File: config.mk
export PLATFORM = sky130hd
export DESIGN_NAME = bitmap_block_allocator_flat
export DESIGN_NICKNAME = d
export VERILOG_FILES = /design/src/bba_pkg.sv /design/src/bba_if.sv /design/src/bba_ctrl.sv /design/src/bba_datapath.sv /design/src/bitmap_block_allocator.sv /design/src/flat_wrapper.sv
export SDC_FILE = /design/constraint.sdc
export NUM_CORES = 2
export LEC_CHECK = 0
export ABC_CLOCK_PERIOD_IN_PS = 12100
export BUFFER_PORTS_ARGS = -buffer_cell sky130_fd_sc_hd__buf_4
export CAP_MARGIN = 10
export CORE_ASPECT_RATIO = 1.4
export CORE_MARGIN = 2
export CORE_UTILIZATION = 60
export CTS_CLUSTER_SIZE = 25
export DETAILED_ROUTE_END_ITERATION = 7
export PLACE_DENSITY = 0.77
export SLEW_MARGIN = 20
export SYNTH_ARGS = -nofsm -noshare
export SYNTH_HDL_FRONTEND = slang
export SYNTH_HIERARCHICAL = 1
export SYNTH_SLANG_ARGS = --single-unit
export TNS_END_PERCENT = 20
File: constraint.sdc
create_clock -name clk_i -period 12.1 [get_ports clk_i]
set_clock_uncertainty 0.15 [all_clocks]
set_input_delay 2.42 -clock clk_i [delete_from_list [all_inputs] [get_ports clk_i]]
set_output_delay 2.42 -clock clk_i [all_outputs]
set_load 0.02 [all_outputs]
File: src/bba_pkg.sv
// Shared types and constants for the bitmap block allocator.
// No dependencies; every other file refers to it by scoped names.
`timescale 1ns / 1ps

package bba_pkg;

  localparam int unsigned CfgIdxW  = 2;
  localparam int unsigned CfgDataW = 16;

  localparam int unsigned BlockSizeW   = 16;
  localparam int unsigned BpbW         = 9;
  localparam int unsigned BucketCountW = 3;

  localparam int unsigned BucketW = 2;
  localparam int unsigned BlockW  = 8;
  localparam int unsigned OffsetW = 24;
  localparam int unsigned UsedW   = 11;
  localparam int unsigned CountW  = 32;

  localparam int unsigned WordW    = 32;
  localparam int unsigned WordSelW = 5;
  localparam int unsigned PopW     = 6;

  localparam logic [BlockSizeW-1:0]   BlockSizeReset   = 16'd64;
  localparam logic [BpbW-1:0]         BpbReset         = 9'd256;
  localparam logic [BucketCountW-1:0] BucketCountReset = 3'd4;
  localparam logic [CountW-1:0]       SuccessWrap      = 32'hffff_ffff;

  typedef enum logic [CfgIdxW-1:0] {
    REG_BLOCK_SIZE        = 2'd0,
    REG_BLOCKS_PER_BUCKET = 2'd1,
    REG_BUCKET_COUNT      = 2'd2
  } cfg_reg_e;

  typedef enum logic {
    CMD_ALLOC = 1'b0,
    CMD_FREE  = 1'b1
  } cmd_e;

  typedef enum logic [1:0] {
    STATUS_OK      = 2'd0,
    STATUS_NO_FREE = 2'd1,
    STATUS_RANGE   = 2'd2,
    STATUS_ALREADY = 2'd3
  } status_e;

  typedef struct packed {
    logic accept;
    logic select;
    logic read;
    logic modify;
    logic load_out;
    logic sweep;
  } ctrl_cmd_t;

  typedef struct packed {
    logic slot_free;
    logic bpb_wr;
    logic sweep_done;
  } ctrl_sts_t;

endpackage

File: src/bba_if.sv
// Request and response channel interfaces of the bitmap block allocator.
// Widths follow bba_pkg.
`timescale 1ns / 1ps

interface bba_req_if;
  logic                           valid;
  logic                           ready;
  logic                           cmd;
  logic [bba_pkg::BucketW-1:0]    bucket_in;
  logic [bba_pkg::BlockW-1:0]     block_in;

  modport source (output valid, cmd, bucket_in, block_in, input ready);
  modport sink   (input valid, cmd, bucket_in, block_in, output ready);
endinterface

interface bba_rsp_if;
  logic                           valid;
  logic                           ready;
  logic [1:0]                     status;
  logic [bba_pkg::BucketW-1:0]    bucket_out;
  logic [bba_pkg::BlockW-1:0]     block_out;
  logic [bba_pkg::OffsetW-1:0]    byte_offset;
  logic [bba_pkg::UsedW-1:0]      used_blocks;
  logic [bba_pkg::CountW-1:0]     success_count;
  logic [bba_pkg::CountW-1:0]     fail_count;

  modport source (output valid, status, bucket_out, block_out, byte_offset, used_blocks,
                  success_count, fail_count, input ready);
  modport sink   (input valid, status, bucket_out, block_out, byte_offset, used_blocks,
                  success_count, fail_count, output ready);
endinterface

File: src/bba_ctrl.sv
// Sequencer of the bitmap block allocator: steps a request through
// select, read, modify and respond, and runs the free-count recount sweep. Uses bba_pkg.
`timescale 1ns / 1ps

module bba_ctrl (
  input  logic                clk_i,
  input  logic                rst_ni,
  input  logic                in_valid_i,
  output logic                in_ready_o,
  input  bba_pkg::ctrl_sts_t  sts_i,
  output bba_pkg::ctrl_cmd_t  cmd_o
);

  localparam logic [2:0] S_IDLE  = 3'd0;
  localparam logic [2:0] S_SEL   = 3'd1;
  localparam logic [2:0] S_RD    = 3'd2;
  localparam logic [2:0] S_MOD   = 3'd3;
  localparam logic [2:0] S_DONE  = 3'd4;
  localparam logic [2:0] S_SWEEP = 3'd5;

  logic [2:0] state_q, state_d;
  logic       ready;
  logic       accept;

  assign ready  = !sts_i.bpb_wr &&
                  ((state_q == S_IDLE) || ((state_q == S_DONE) && sts_i.slot_free));
  assign accept = in_valid_i && ready;

  assign in_ready_o      = ready;
  assign cmd_o.accept    = accept;
  assign cmd_o.select    = (state_q == S_SEL);
  assign cmd_o.read      = (state_q == S_RD);
  assign cmd_o.modify    = (state_q == S_MOD);
  assign cmd_o.load_out  = (state_q == S_DONE) && sts_i.slot_free;
  assign cmd_o.sweep     = (state_q == S_SWEEP);

  always_comb begin
    state_d = state_q;
    if (sts_i.bpb_wr) begin
      state_d = S_SWEEP;
    end else begin
      unique case (state_q)
        S_IDLE:  if (accept) state_d = S_SEL;
        S_SEL:   state_d = S_RD;
        S_RD:    state_d = S_MOD;
        S_MOD:   state_d = S_DONE;
        S_DONE: begin
          if (sts_i.slot_free) state_d = accept ? S_SEL : S_IDLE;
        end
        S_SWEEP: if (sts_i.sweep_done) state_d = S_IDLE;
        default: state_d = S_IDLE;
      endcase
    end
  end

  always_ff @(posedge clk_i or negedge rst_ni) begin
    if (!rst_ni) begin
      state_q <= S_IDLE;
    end else begin
      state_q <= state_d;
    end
  end

endmodule

File: src/bba_datapath.sv
// Datapath of the bitmap block allocator: config registers, bitmap word memory
// with per-word valid and full flags, free counts, counters and result register. Uses bba_pkg.
`timescale 1ns / 1ps

module bba_datapath #(
  parameter int unsigned BUCKETS           = 4,
  parameter int unsigned BLOCKS_PER_BUCKET = 256
) (
  input  logic                               clk_i,
  input  logic                               rst_ni,
  input  bba_pkg::ctrl_cmd_t                 cmd_i,
  output bba_pkg::ctrl_sts_t                 sts_o,
  input  logic                               cfg_we_i,
  input  logic [bba_pkg::CfgIdxW-1:0]        cfg_idx_i,
  input  logic [bba_pkg::CfgDataW-1:0]       cfg_data_i,
  input  logic                               req_cmd_i,
  input  logic [bba_pkg::BucketW-1:0]        req_bucket_i,
  input  logic [bba_pkg::BlockW-1:0]         req_block_i,
  input  logic                               out_ready_i,
  output logic                               out_valid_o,
  output logic [1:0]                         out_status_o,
  output logic [bba_pkg::BucketW-1:0]        out_bucket_o,
  output logic [bba_pkg::BlockW-1:0]         out_block_o,
  output logic [bba_pkg::OffsetW-1:0]        out_offset_o,
  output logic [bba_pkg::UsedW-1:0]          out_used_o,
  output logic [bba_pkg::CountW-1:0]         out_success_o,
  output logic [bba_pkg::CountW-1:0]         out_fail_o
);

  localparam int unsigned NB    = (BUCKETS < 4) ? BUCKETS : 4;
  localparam int unsigned NBLK  = (BLOCKS_PER_BUCKET < 256) ? BLOCKS_PER_BUCKET : 256;
  localparam int unsigned WPB   = (NBLK + 31) / 32;
  localparam int unsigned WW    = (WPB > 1) ? $clog2(WPB) : 1;
  localparam int unsigned BW    = (NB > 1) ? $clog2(NB) : 1;
  localparam int unsigned AW    = BW + WW;
  localparam int unsigned DEPTH = 2 ** AW;
  localparam int unsigned WPS   = 2 ** WW;

  localparam logic [bba_pkg::BpbW-1:0]         NblkV = bba_pkg::BpbW'(NBLK);
  localparam logic [bba_pkg::BucketCountW-1:0] NbV   = bba_pkg::BucketCountW'(NB);

  // config
  logic [bba_pkg::BlockSizeW-1:0]   block_size_q;
  logic [bba_pkg::BpbW-1:0]         bpb_q;
  logic [bba_pkg::BucketCountW-1:0] bcnt_q;
  logic                             bpb_wr;
  logic [bba_pkg::BpbW-1:0]         n_new;
  logic [bba_pkg::BpbW-1:0]         n_eff;
  logic [bba_pkg::BucketCountW-1:0] nb_eff;
  logic [bba_pkg::BpbW:0]           n_round;
  logic [4:0]                       words_used;

  // request
  bba_pkg::cmd_e                    cmd_q;
  logic [bba_pkg::BucketW-1:0]      bkt_q;
  logic [bba_pkg::BlockW-1:0]       blk_q;
  logic                             range_ok;

  // selection
  logic [WW-1:0]                    wsel [NB];
  logic [NB-1:0]                    wfound;
  logic                             found;
  logic [BW-1:0]                    sel_b;
  logic [WW-1:0]                    sel_w;
  logic [AW-1:0]                    addr_q;
  logic                             hit_q;
  logic [bba_pkg::WordSelW-1:0]     bitpos_q;

  // bitmap memory
  logic [bba_pkg::WordW-1:0]        mem_q [DEPTH];
  logic [DEPTH-1:0]                 wvalid_q;
  logic [DEPTH-1:0]                 full_q;
  logic [bba_pkg::WordW-1:0]        rdata_q;
  logic                             rvld_q;
  logic [AW-1:0]                    raddr;
  logic                             re;
  logic [bba_pkg::WordW-1:0]        word;

  // modify
  logic [bba_pkg::WordSelW-1:0]     zpos;
  logic                             is_set;
  logic                             alloc_set;
  logic                             free_clr;
  logic                             mem_we;
  logic [bba_pkg::WordW-1:0]        wdata;
  logic [BW-1:0]                    mod_b;

  // free counts and sweep
  logic [bba_pkg::BpbW-1:0]         free_q [NB];
  logic [AW:0]                      sw_cnt_q;
  logic                             sw_vld_q;
  logic [AW-1:0]                    sw_addr_q;
  logic [bba_pkg::BpbW:0]           sw_base;
  logic [bba_pkg::BpbW:0]           sw_rem;
  logic [bba_pkg::WordW-1:0]        sw_mask;
  logic [bba_pkg::PopW-1:0]         pc;

  // counters and result
  logic [bba_pkg::CountW-1:0]       succ_q;
  logic [bba_pkg::CountW-1:0]       succ_inc;
  logic [bba_pkg::CountW-1:0]       fail_q;
  bba_pkg::status_e                 res_st_q;
  logic [bba_pkg::BucketW-1:0]      res_b_q;
  logic [bba_pkg::BlockW-1:0]       res_idx_q;
  logic [bba_pkg::UsedW-1:0]        used;
  logic                             out_valid_q;
  logic [1:0]                       out_status_q;
  logic [bba_pkg::BucketW-1:0]      out_bucket_q;
  logic [bba_pkg::BlockW-1:0]       out_block_q;
  logic [bba_pkg::OffsetW-1:0]      out_offset_q;
  logic [bba_pkg::UsedW-1:0]        out_used_q;
  logic [bba_pkg::CountW-1:0]       out_success_q;
  logic [bba_pkg::CountW-1:0]       out_fail_q;

  // ---------------- config ----------------
  assign bpb_wr = cfg_we_i && (cfg_idx_i == bba_pkg::REG_BLOCKS_PER_BUCKET);
  assign n_new  = (cfg_data_i[bba_pkg::BpbW-1:0] > NblkV) ? NblkV
                                                          : cfg_data_i[bba_pkg::BpbW-1:0];
  assign n_eff  = (bpb_q > NblkV) ? NblkV : bpb_q;
  assign nb_eff = (bcnt_q > NbV) ? NbV : bcnt_q;
  assign n_round    = {1'b0, n_eff} + 10'd31;
  assign words_used = n_round[bba_pkg::BpbW:5];

  always_ff @(posedge clk_i or negedge rst_ni) begin
    if (!rst_ni) begin
      block_size_q <= bba_pkg::BlockSizeReset;
      bpb_q        <= bba_pkg::BpbReset;
      bcnt_q       <= bba_pkg::BucketCountReset;
    end else if (cfg_we_i) begin
      if (cfg_idx_i == bba_pkg::REG_BLOCK_SIZE) begin
        block_size_q <= cfg_data_i[bba_pkg::BlockSizeW-1:0];
      end
      if (cfg_idx_i == bba_pkg::REG_BLOCKS_PER_BUCKET) begin
        bpb_q <= cfg_data_i[bba_pkg::BpbW-1:0];
      end
      if (cfg_idx_i == bba_pkg::REG_BUCKET_COUNT) begin
        bcnt_q <= cfg_data_i[bba_pkg::BucketCountW-1:0];
      end
    end
  end

  // ---------------- request capture ----------------
  always_ff @(posedge clk_i) begin
    if (cmd_i.accept) begin
      cmd_q <= bba_pkg::cmd_e'(req_cmd_i);
      bkt_q <= req_bucket_i;
      blk_q <= req_block_i;
    end
  end

  assign range_ok = ({1'b0, bkt_q} < nb_eff) && ({1'b0, blk_q} < n_eff);

  // ---------------- first-fit selection ----------------
  // lowest non-full word in range per bucket; the free count guarantees its
  // lowest clear bit sits below the bucket size
  always_comb begin
    for (int b = 0; b < NB; b++) begin
      wsel[b]   = '0;
      wfound[b] = 1'b0;
      for (int w = WPS - 1; w >= 0; w--) begin
        if ((5'(w) < words_used) && !full_q[{BW'(b), WW'(w)}]) begin
          wsel[b]   = WW'(w);
          wfound[b] = 1'b1;
        end
      end
    end
  end

  always_comb begin
    found = 1'b0;
    sel_b = '0;
    sel_w = '0;
    for (int b = NB - 1; b >= 0; b--) begin
      if ((3'(b) < nb_eff) && (free_q[b] != '0) && wfound[b]) begin
        found = 1'b1;
        sel_b = BW'(b);
        sel_w = wsel[b];
      end
    end
  end

  always_ff @(posedge clk_i) begin
    if (cmd_i.select) begin
      bitpos_q <= blk_q[bba_pkg::WordSelW-1:0];
      if (cmd_q == bba_pkg::CMD_ALLOC) begin
        addr_q <= {sel_b, sel_w};
        hit_q  <= found;
      end else begin
        addr_q <= {bkt_q[BW-1:0], blk_q[bba_pkg::WordSelW +: WW]};
        hit_q  <= range_ok;
      end
    end
  end

  // ---------------- bitmap memory ----------------
  assign raddr = cmd_i.sweep ? sw_cnt_q[AW-1:0] : addr_q;
  assign re    = cmd_i.read || (cmd_i.sweep && !sw_cnt_q[AW]);
  assign word  = rvld_q ? rdata_q : '0;

  always_comb begin
    zpos = '0;
    for (int i = bba_pkg::WordW - 1; i >= 0; i--) begin
      if (!word[i]) zpos = bba_pkg::WordSelW'(i);
    end
  end

  assign is_set    = word[bitpos_q];
  assign alloc_set = (cmd_q == bba_pkg::CMD_ALLOC) && hit_q;
  assign free_clr  = (cmd_q == bba_pkg::CMD_FREE) && hit_q && is_set;
  assign mem_we    = cmd_i.modify && (alloc_set || free_clr);
  assign wdata     = alloc_set ? (word | (32'h1 << zpos)) : (word & ~(32'h1 << bitpos_q));
  assign mod_b     = addr_q[AW-1:WW];

  always_ff @(posedge clk_i) begin
    if (mem_we) begin
      mem_q[addr_q] <= wdata;
    end
    if (re) begin
      rdata_q <= mem_q[raddr];
    end
  end

  always_ff @(posedge clk_i or negedge rst_ni) begin
    if (!rst_ni) begin
      wvalid_q <= '0;
      full_q   <= '0;
      rvld_q   <= 1'b0;
    end else begin
      if (mem_we) begin
        wvalid_q[addr_q] <= 1'b1;
        full_q[addr_q]   <= &wdata;
      end
      if (re) begin
        rvld_q <= wvalid_q[raddr];
      end
    end
  end

  // ---------------- recount sweep ----------------
  assign sw_base = {{(bba_pkg::BpbW + 1 - WW - bba_pkg::WordSelW){1'b0}},
                    sw_addr_q[WW-1:0], {bba_pkg::WordSelW{1'b0}}};
  assign sw_rem  = {1'b0, n_eff} - sw_base;

  always_comb begin
    if ({1'b0, n_eff} <= sw_base) begin
      sw_mask = '0;
    end else if (sw_rem >= 10'd32) begin
      sw_mask = '1;
    end else begin
      sw_mask = ~(32'hffff_ffff << sw_rem[bba_pkg::WordSelW-1:0]);
    end
  end

  always_comb begin
    pc = '0;
    for (int i = 0; i < bba_pkg::WordW; i++) begin
      pc = pc + bba_pkg::PopW'(word[i] & sw_mask[i]);
    end
  end

  always_ff @(posedge clk_i or negedge rst_ni) begin
    if (!rst_ni) begin
      sw_cnt_q  <= '0;
      sw_vld_q  <= 1'b0;
      sw_addr_q <= '0;
    end else if (bpb_wr) begin
      sw_cnt_q <= '0;
      sw_vld_q <= 1'b0;
    end else if (cmd_i.sweep && !sw_cnt_q[AW]) begin
      sw_cnt_q  <= sw_cnt_q + 1'b1;
      sw_vld_q  <= 1'b1;
      sw_addr_q <= sw_cnt_q[AW-1:0];
    end else begin
      sw_vld_q <= 1'b0;
    end
  end

  // ---------------- free counts ----------------
  always_ff @(posedge clk_i or negedge rst_ni) begin
    if (!rst_ni) begin
      for (int b = 0; b < NB; b++) free_q[b] <= NblkV;
    end else begin
      for (int b = 0; b < NB; b++) begin
        if (bpb_wr) begin
          free_q[b] <= n_new;
        end else if (cmd_i.sweep && sw_vld_q && (sw_addr_q[AW-1:WW] == BW'(b))) begin
          free_q[b] <= free_q[b] - bba_pkg::BpbW'(pc);
        end else if (cmd_i.modify && (mod_b == BW'(b))) begin
          if (alloc_set) begin
            free_q[b] <= free_q[b] - 1'b1;
          end else if (free_clr) begin
            free_q[b] <= free_q[b] + 1'b1;
          end
        end
      end
    end
  end

  // ---------------- counters ----------------
  assign succ_inc = succ_q + 1'b1;

  always_ff @(posedge clk_i or negedge rst_ni) begin
    if (!rst_ni) begin
      succ_q <= '0;
      fail_q <= '0;
    end else if (cmd_i.modify && (cmd_q == bba_pkg::CMD_ALLOC)) begin
      if (hit_q) begin
        succ_q <= (succ_inc == bba_pkg::SuccessWrap) ? '0 : succ_inc;
      end else begin
        fail_q <= fail_q + 1'b1;
      end
    end
  end

  // ---------------- result ----------------
  always_ff @(posedge clk_i) begin
    if (cmd_i.modify) begin
      res_b_q   <= '0;
      res_idx_q <= '0;
      if (cmd_q == bba_pkg::CMD_ALLOC) begin
        if (hit_q) begin
          res_st_q  <= bba_pkg::STATUS_OK;
          res_b_q   <= bba_pkg::BucketW'(mod_b);
          res_idx_q <= bba_pkg::BlockW'({addr_q[WW-1:0], zpos});
        end else begin
          res_st_q <= bba_pkg::STATUS_NO_FREE;
        end
      end else if (!hit_q) begin
        res_st_q <= bba_pkg::STATUS_RANGE;
      end else if (!is_set) begin
        res_st_q <= bba_pkg::STATUS_ALREADY;
      end else begin
        res_st_q <= bba_pkg::STATUS_OK;
      end
    end
  end

  always_comb begin
    used = '0;
    for (int b = 0; b < NB; b++) begin
      if (3'(b) < nb_eff) used = used + bba_pkg::UsedW'(n_eff - free_q[b]);
    end
  end

  always_ff @(posedge clk_i or negedge rst_ni) begin
    if (!rst_ni) begin
      out_valid_q <= 1'b0;
    end else if (cmd_i.load_out) begin
      out_valid_q <= 1'b1;
    end else if (out_ready_i) begin
      out_valid_q <= 1'b0;
    end
  end

  always_ff @(posedge clk_i) begin
    if (cmd_i.load_out) begin
      out_status_q  <= res_st_q;
      out_bucket_q  <= res_b_q;
      out_block_q   <= res_idx_q;
      out_offset_q  <= bba_pkg::OffsetW'(res_idx_q) * bba_pkg::OffsetW'(block_size_q);
      out_used_q    <= used;
      out_success_q <= succ_q;
      out_fail_q    <= fail_q;
    end
  end

  assign sts_o.slot_free  = !out_valid_q || out_ready_i;
  assign sts_o.bpb_wr     = bpb_wr;
  assign sts_o.sweep_done = sw_cnt_q[AW];

  assign out_valid_o   = out_valid_q;
  assign out_status_o  = out_status_q;
  assign out_bucket_o  = out_bucket_q;
  assign out_block_o   = out_block_q;
  assign out_offset_o  = out_offset_q;
  assign out_used_o    = out_used_q;
  assign out_success_o = out_success_q;
  assign out_fail_o    = out_fail_q;

endmodule

File: src/bitmap_block_allocator.sv
// Bitmap first-fit block allocator, top level. Uses bba_pkg, bba_if, bba_ctrl, bba_datapath.
// An accepted request passes through select, memory read, modify and respond; the
// response register loads in the respond step once the output slot is free. One request
// is in flight at a time, with the next request taken in the respond step. Writing
// blocks_per_bucket starts a recount sweep of every bitmap word with no request accepted.
// Reset (async, active low): all blocks free, counters zero, registers 64 / 256 / 4.
`timescale 1ns / 1ps

module bitmap_block_allocator #(
  parameter int unsigned BUCKETS           = 4,
  parameter int unsigned BLOCKS_PER_BUCKET = 256
) (
  input  logic                          clk_i,
  input  logic                          rst_ni,
  bba_req_if.sink                       req,
  bba_rsp_if.source                     rsp,
  input  logic                          cfg_we_i,
  input  logic [bba_pkg::CfgIdxW-1:0]   cfg_idx_i,
  input  logic [bba_pkg::CfgDataW-1:0]  cfg_data_i
);

  bba_pkg::ctrl_cmd_t ctrl_cmd;
  bba_pkg::ctrl_sts_t ctrl_sts;

  bba_ctrl u_ctrl (
    .clk_i      (clk_i),
    .rst_ni     (rst_ni),
    .in_valid_i (req.valid),
    .in_ready_o (req.ready),
    .sts_i      (ctrl_sts),
    .cmd_o      (ctrl_cmd)
  );

  bba_datapath #(
    .BUCKETS           (BUCKETS),
    .BLOCKS_PER_BUCKET (BLOCKS_PER_BUCKET)
  ) u_datapath (
    .clk_i         (clk_i),
    .rst_ni        (rst_ni),
    .cmd_i         (ctrl_cmd),
    .sts_o         (ctrl_sts),
    .cfg_we_i      (cfg_we_i),
    .cfg_idx_i     (cfg_idx_i),
    .cfg_data_i    (cfg_data_i),
    .req_cmd_i     (req.cmd),
    .req_bucket_i  (req.bucket_in),
    .req_block_i   (req.block_in),
    .out_ready_i   (rsp.ready),
    .out_valid_o   (rsp.valid),
    .out_status_o  (rsp.status),
    .out_bucket_o  (rsp.bucket_out),
    .out_block_o   (rsp.block_out),
    .out_offset_o  (rsp.byte_offset),
    .out_used_o    (rsp.used_blocks),
    .out_success_o (rsp.success_count),
    .out_fail_o    (rsp.fail_count)
  );

endmodule

File: src/flat_wrapper.sv
// flat-port wrapper written by rule: the top's interface ports become plain ports
module bitmap_block_allocator_flat 
#(
  parameter int unsigned BUCKETS           = 4,
  parameter int unsigned BLOCKS_PER_BUCKET = 256
)
  (clk_i, rst_ni, cfg_we_i, cfg_idx_i, cfg_data_i, req_valid, req_cmd, req_bucket_in, req_block_in, req_ready, rsp_valid, rsp_status, rsp_bucket_out, rsp_block_out, rsp_byte_offset, rsp_used_blocks, rsp_success_count, rsp_fail_count, rsp_ready);
  bba_req_if req_i ();
  bba_rsp_if rsp_i ();
  input  logic clk_i;
  input  logic rst_ni;
  input  logic cfg_we_i;
  input  logic [bba_pkg::CfgIdxW-1:0] cfg_idx_i;
  input  logic [bba_pkg::CfgDataW-1:0] cfg_data_i;
  input wire logic [$bits(req_i.valid)-1:0] req_valid;
  input wire logic [$bits(req_i.cmd)-1:0] req_cmd;
  input wire logic [$bits(req_i.bucket_in)-1:0] req_bucket_in;
  input wire logic [$bits(req_i.block_in)-1:0] req_block_in;
  output wire logic [$bits(req_i.ready)-1:0] req_ready;
  output wire logic [$bits(rsp_i.valid)-1:0] rsp_valid;
  output wire logic [$bits(rsp_i.status)-1:0] rsp_status;
  output wire logic [$bits(rsp_i.bucket_out)-1:0] rsp_bucket_out;
  output wire logic [$bits(rsp_i.block_out)-1:0] rsp_block_out;
  output wire logic [$bits(rsp_i.byte_offset)-1:0] rsp_byte_offset;
  output wire logic [$bits(rsp_i.used_blocks)-1:0] rsp_used_blocks;
  output wire logic [$bits(rsp_i.success_count)-1:0] rsp_success_count;
  output wire logic [$bits(rsp_i.fail_count)-1:0] rsp_fail_count;
  input wire logic [$bits(rsp_i.ready)-1:0] rsp_ready;
  assign req_i.valid = req_valid;
  assign req_i.cmd = req_cmd;
  assign req_i.bucket_in = req_bucket_in;
  assign req_i.block_in = req_block_in;
  assign req_ready = req_i.ready;
  assign rsp_valid = rsp_i.valid;
  assign rsp_status = rsp_i.status;
  assign rsp_bucket_out = rsp_i.bucket_out;
  assign rsp_block_out = rsp_i.block_out;
  assign rsp_byte_offset = rsp_i.byte_offset;
  assign rsp_used_blocks = rsp_i.used_blocks;
  assign rsp_success_count = rsp_i.success_count;
  assign rsp_fail_count = rsp_i.fail_count;
  assign rsp_i.ready = rsp_ready;
  bitmap_block_allocator #(.BUCKETS(BUCKETS), .BLOCKS_PER_BUCKET(BLOCKS_PER_BUCKET)) u_core (.clk_i(clk_i), .rst_ni(rst_ni), .req(req_i), .rsp(rsp_i), .cfg_we_i(cfg_we_i), .cfg_idx_i(cfg_idx_i), .cfg_data_i(cfg_data_i));
endmodule
After elaboration in Yosys (flattened, before gate mapping)
Memories as Yosys holds them, arrays and structs flattened. A register that Yosys moved wholly into a read port is not among the register bits.
Cells that the tools add are included.
Widths: inputs -> output; s select.
- add/subtract/negate cells: 55
- multipliers: 1
- divide/modulo/power cells: 0
- order comparisons: 23
- eq/ne operators: 17
- shifts and indexed selects: 3
- muxes and demuxes: 168
- bitwise operators: 40
- reductions and logical operators: 131
- operators with widths (cell ; count):
    $mux 9 ; 22
    $mux 5 ; 34
    $mux 32 ; 5
    $add 6x1->6 ; 26
    $mux 3 ; 41
    $add 32x1->32 const B ; 2
    $not 32->32 ; 2
    $or 32x32->32 ; 2
    $shl 1x5->32 const A ; 2
    $logic_and 1x1->1 ; 61
    $mux 1 ; 48
    $mux 11 ; 4
    $sub 9x9->10 ; 4
    $add 9x1->9 const B ; 4
    $reduce_bool 9->1 ; 4
    $sub 9x1->9 const B ; 4
    $sub 9x6->9 ; 4
    $logic_not 1->1 ; 35
    $add 11x11->11 ; 3
    $and 1x1->1 ; 32
    $and 32x32->32 ; 1
    $bwmux 32 ; 1
    $eq 32x32->1 const B ; 1
    $reduce_and 32->1 ; 1
    45 further kinds ; 95
- bits in registers: 354
- latch bits: 0
- bits in writable memories: 1024
- memory bits (read-only): 0
- memories kept: 1
- memories (name ; depth ; bits a word ; rd ports ; clocked after memory_dff ; wr ports ; line ; source):
    u_core.u_datapath.mem_q ; 32 ; 32 ; 1 ; 1 ; 1 ; bba_datapath.sv:70 ; logic [bba_pkg::WordW-1:0] mem_q [DEPTH];

Depth between registers and ports, before layout
- depth in word-level cells: 42
- depth in mapped cells: 42
- depth with buffers taken out: 40

Modules after synthesis
The synthesis kept the hierarchy.
- by module, submodules not included (module ; instances ; cells an instance ; area each (um^2) ; sequential area each (um^2)):
    bba_datapath ; 1 ; 4673 ; 65924.5 ; 41228.3
    bba_ctrl ; 1 ; 27 ; 239.0 ; 75.1

Worst setup path after synthesis
Ideal clock, no wire load.
- path kind: input to register
- from: in rsp_ready
- to: reg u_core.u_datapath.out_block_q, in the netlist u_core/u_datapath/out_block_o[0], enable pin
- setup time: 0.718 ns
- arrival: 10.131 ns
- data required time: 11.232 ns
- path slack: 1.101 ns
- stages: 3
- path buffers: 0
- cells stage by stage: nand2b_1 > nand2_1 > nor3_1
- RTL lines (what ; line ; source):
    from (decl) ; flat_wrapper.sv:28 ; input wire logic [$bits(rsp_i.ready)-1:0] rsp_ready;
    to (signal assigned) ; bba_datapath.sv:359 ; out_block_q <= res_idx_q;
    to (decl) ; bba_datapath.sv:109 ; logic [bba_pkg::BlockW-1:0] out_block_q;

Worst setup path after layout
- from: reg u_core/u_datapath/bpb_q[8] in the netlist's numbering
- to: reg u_core/u_datapath/free_q[26] in the netlist's numbering
- longest elaborated chain between the ends: 42
- ends and longest elaborated chain (what ; line ; source):
    from (decl) ; bba_datapath.sv:44 ; logic [bba_pkg::BpbW-1:0] bpb_q;
    from (signal assigned) ; bba_datapath.sv:127 ; bpb_q <= bba_pkg::BpbReset;
    from (signal assigned) ; bba_datapath.sv:134 ; bpb_q <= cfg_data_i[bba_pkg::BpbW-1:0];
    $gt 9x9->1 ; bba_datapath.sv:119 ; assign n_eff = (bpb_q > NblkV) ? NblkV : bpb_q;
    $mux 9 (*) ; bba_datapath.sv:119 ;
    branches (longest 4 deep; another with $sub 9x8->10) ; n/a ;
    $mux 32 (*) ; bba_datapath.sv:245 ; if ({1'b0, n_eff} <= sw_base) begin
    $and 1x1->1 ; bba_datapath.sv:257 ; pc = pc + bba_pkg::PopW'(word[i] & sw_mask[i]);
    $add 1x1->2 ; bba_datapath.sv:257 ;
    $add 2x1->3 ; bba_datapath.sv:257 ;
    $add 3x1->4 ; bba_datapath.sv:257 ;
    $add 4x1->5 ; bba_datapath.sv:257 ;
    $add 5x1->6 ; bba_datapath.sv:257 ;
    $add 6x1->6 (25 in series) ; bba_datapath.sv:257 ;
    $add 6x1->6 (*) ; bba_datapath.sv:257 ;
    $sub 9x6->9 (*) ; bba_datapath.sv:287 ; free_q[b] <= free_q[b] - bba_pkg::BpbW'(pc);
    $mux 9 (*) ; bba_datapath.sv:286 ; end else if (cmd_i.sweep && sw_vld_q && (sw_addr_q[AW-1:WW] == BW'(b))) begin
    $mux 9 (*) ; bba_datapath.sv:284 ; if (bpb_wr) begin
    to (signal, indexed assignment) ; bba_datapath.sv:285 ; free_q[b] <= n_new;
    to (signal, indexed assignment) ; bba_datapath.sv:287 ;
    to (signal, indexed assignment) ; bba_datapath.sv:290 ; free_q[b] <= free_q[b] - 1'b1;
    to (decl) ; bba_datapath.sv:89 ; logic [bba_pkg::BpbW-1:0] free_q [NB];
Mark *: on every way between the ends.
A chain may end at the register's enable or synchronous reset.

==> flow_summary.yaml <==
critical_path:
  slowest_delay_ns: 0.85
  setup.worst_path.end_class: "register"
  crit_fanout: 22
  crit_path_start_kind: "register"
  r2r_start: "u_core/u_datapath/bpb_q[8]"
  worstPathArrival_ns: 10.67
  reg2reg_depth: 38
  r2r_slack_ns: 1.97
  critPathKind: "reg -> reg"
  path_common_cell: "fa_1"
  critPathSlowestCell: "dfstp_2"
  required_ns: 12.65
  r2r-end: "u_core/u_datapath/free_q[26]"
clock_network:
  cts-root-buf: "clkbuf_16"
  insertion_delay_ns: 0.78
  clk_pin_slew_ns: 0.07
  post-cts-setup-buffers: 0
  clock-sinks: 1410
  cts_buffers: 130
  cts_buffer_depth: 3
  postCtsResizedCells: 0
  ctsHtreeMaxLevel: 4
  postCtsHoldBufs: 0
  cts_tree: "built"
hold_path:
  hold-path-endpoint: "u_core/u_datapath/out_bucket_o[0]"
  hold_path_class: "reg -> reg"
  min_path_cells: 0
  hp-start: "u_core/u_datapath/res_b_q[0]"
yosys:
  synth_top_flop_cell: "edfxtp_1"
  synth_edf_count: 1201
  synth_cells: 4700
  ys_seq_area_share_pct: 62.4
  synthArstFlopShare_pct: 14.8
  synth.area.top_cells: "edfxtp_1 (55%), mux4_2 (9.3%), dfrtp_1 (7.6%)"
  yosysWarnings: 6
  yosysTopAreaCellShare_pct: 54.5
  avgSynthCellArea_um2: 14.1
  yosysUniqueCellTypes: 90
  synthTopCellsByCount: "edfxtp_1 (1,201), nand2_1 (621), mux4_2 (274)"
  ys_seq_elements: 1410
  synth_top_area_cell: "edfxtp_1"
  syn-num-nets: 5018
  yosysMostFrequentCell: "edfxtp_1"
  syn_area_um2: 66200
floorplanning:
  pin_count: 147
  die_area_um2: 113000
  core_um2: 110000
  start_util_pct: 60.3
  die_w_um: 285
  fp.dieH_um: 397
  rows: 144
grt:
  grt_usage_pct: 32.1
  grt_first_pass_wirelength_um: 267000
  grt.overflow.total: 0
  grt_antenna_before_repair: 1
  grt_pass1_vias: 42400
  grt_max_degree: 108
placement:
  numPortBuffers: 146
  hpwl_um: 105000
  gp_congestion: 0.958
  dpl-instance-area_um2: 69300
finish:
  syn_to_final_growth_pct: 11.4
  regArea_um2: 41300
  layout-drive-gt1-share_pct: 17.2
  multi_input_area_um2: 23500
  fillers: 7437
  final_nets: 5186
  stdcell_area_um2: 73700
  fin_util_pct: 67.2
  antenna_cells: 0
sta:
  min_period_ns: 10.13
  max_freq_mhz: 98.8
  post-route-period-util_pct: 83.7
  final-setup-viol-count: 0
  finalMaxSlewViolations: 0
  tns_ns: 0
  hold_viol_final: 0
  rsz0062_at_grt: "false"
  slew_headroom_pct: 31.5
  tightest_slew_ns: 1.03
pwr:
  pwr-share-seq_pct: 33.4
  cellLeakagePower_nw: 27.3
  p_switching_mw: 7.46
  p_int_mw: 12.1
  powerDensity_nw_per_um2: 265
  combPwrFrac_pct: 45.4
  ir_worst_vdd_mv: 0.242
  clkPwrFrac_pct: 21.1
  p_sw_share_pct: 38.1
routing:
  route.detailed.drc: 0
  wire_per_inst_um: 27.8
  postRouteAntennaNets: 0
  drt-initial-drc-count: 4813
  totalWireLength_um: 179000
  dr.pass1.iters: 6
  viasPerCell: 6.45
  via_count: 41500
flow_run:
  max_cap_viol_count: 0
outcome:
  status: "finished clean"
-- worst max path at each step --
stage                                          start                                to  slack, ns
after detailed placement  u_core/u_datapath/bpb_q[8]      u_core/u_datapath/free_q[26]       2.02
after CTS                 u_core/u_datapath/bpb_q[8]      u_core/u_datapath/free_q[26]       2.01
after global placement    u_core/u_datapath/bpb_q[8]      u_core/u_datapath/free_q[26]       2.04
after global routing      u_core/u_datapath/bpb_q[8]      u_core/u_datapath/free_q[26]       1.31
after floorplan                            rsp_ready  u_core/u_datapath/out_block_o[0]       1.10
final                     u_core/u_datapath/bpb_q[8]      u_core/u_datapath/free_q[26]       1.97
-- flip-flops by register name, indices dropped and copies added (netlist names), 3 cells and up --
signal,flops
u_core/u_datapath/bitpos_q,5
u_core/u_datapath/blk_q,8
u_core/u_datapath/full_q,32
u_core/u_datapath/out_offset_o,24
u_core/u_datapath/rdata_q,32
u_core/u_datapath/bcnt_q,3
u_core/u_ctrl/state_q,3
u_core/u_datapath/sw_addr_q,5
u_core/u_datapath/block_size_q,16
u_core/u_datapath/fail_q,32
u_core/u_datapath/succ_q,32
u_core/u_datapath/sw_cnt_q,6
u_core/u_datapath/free_q,36
u_core/u_datapath/bpb_q,9
u_core/u_datapath/mem_q,1024
u_core/u_datapath/addr_q,5
u_core/u_datapath/out_fail_o,32
u_core/u_datapath/wvalid_q,32
u_core/u_datapath/out_block_o,8
u_core/u_datapath/out_success_o,32
u_core/u_datapath/out_used_o,11
u_core/u_datapath/res_idx_q,8
-- layout make-up --
type / count / area share, %
clock inverter: 72 / 1.11
tap: 1460 / 2.48
multi-input combinational: 2837 / 31.9
sequential: 1410 / 56.0
timing repair buffer: 232 / 2.47
inverter: 257 / 1.31
clock buffer: 162 / 4.69
-- through the flow --
stage	setup WS [ns]	std cells	hold slack [ns]	power (mW)
2_1_floorplan	1.10	4700	0.250	13.0
3_3_place_gp	2.04	6194	0.250	15.2
3_5_place_dp	2.02	6194	0.259	15.4
4_1_cts	2.01	6428	0.275	19.6
5_1_grt	1.31	6430	0.285	20.7
6_report	1.97	6430	0.271	19.6
-- placed cells by master, fill, tap and decap left out, drive strengths merged, types with 84 or more instances in the layout --
master and count:
edfxtp 1201, nand2 621, mux4 274, o21ai 268
inv 263, nand3 244, buf 232, dfrtp 202
nor2 185, a21oi 175, ha 164, clkbuf 162
fa 120, xnor2 97, and2 84
-- power by group through the flow --
stage / Clock (mW) / Combinational, mW / Sequential [mW]
after global placement: 0 / 8.63 / 6.62
after floorplan: 0 / 6.50 / 6.55
after global routing: 4.36 / 9.82 / 6.57
final: 4.14 / 8.89 / 6.54
after CTS: 4.19 / 8.89 / 6.53
after detailed placement: 0 / 8.78 / 6.63
-- logic make-up after synthesis --
kind of cell	share of synthesized area, %
flip-flops	62.4
adder cells (fa/ha/maj)	6.75
AO/OA/AOI/OAI	6.46
AND/OR/NAND/NOR	9.60
buffers and inverters	2.63
multiplexers	10.3
XOR/XNOR	1.81
-- critical path, delay by kind of cell, from the launching register on --
kind,cells,cell delay [ns]
fa+ha+maj,10,4.20
simple gates,10,1.87
compound gates,8,1.25
xor+xnor,4,0.94
flops,1,0.85
buf+inv,6,0.75
-- metal layers --
metal	wire length (um)	share of wire, %	GRT usage (%)
met1	60600	34	38.9
met2	90100	50	54.5
met3	15400	8.6	5.03
met4	12900	7.2	19.8
met5	0	0	0
Note: power is estimated with default switching activity, not from simulation.
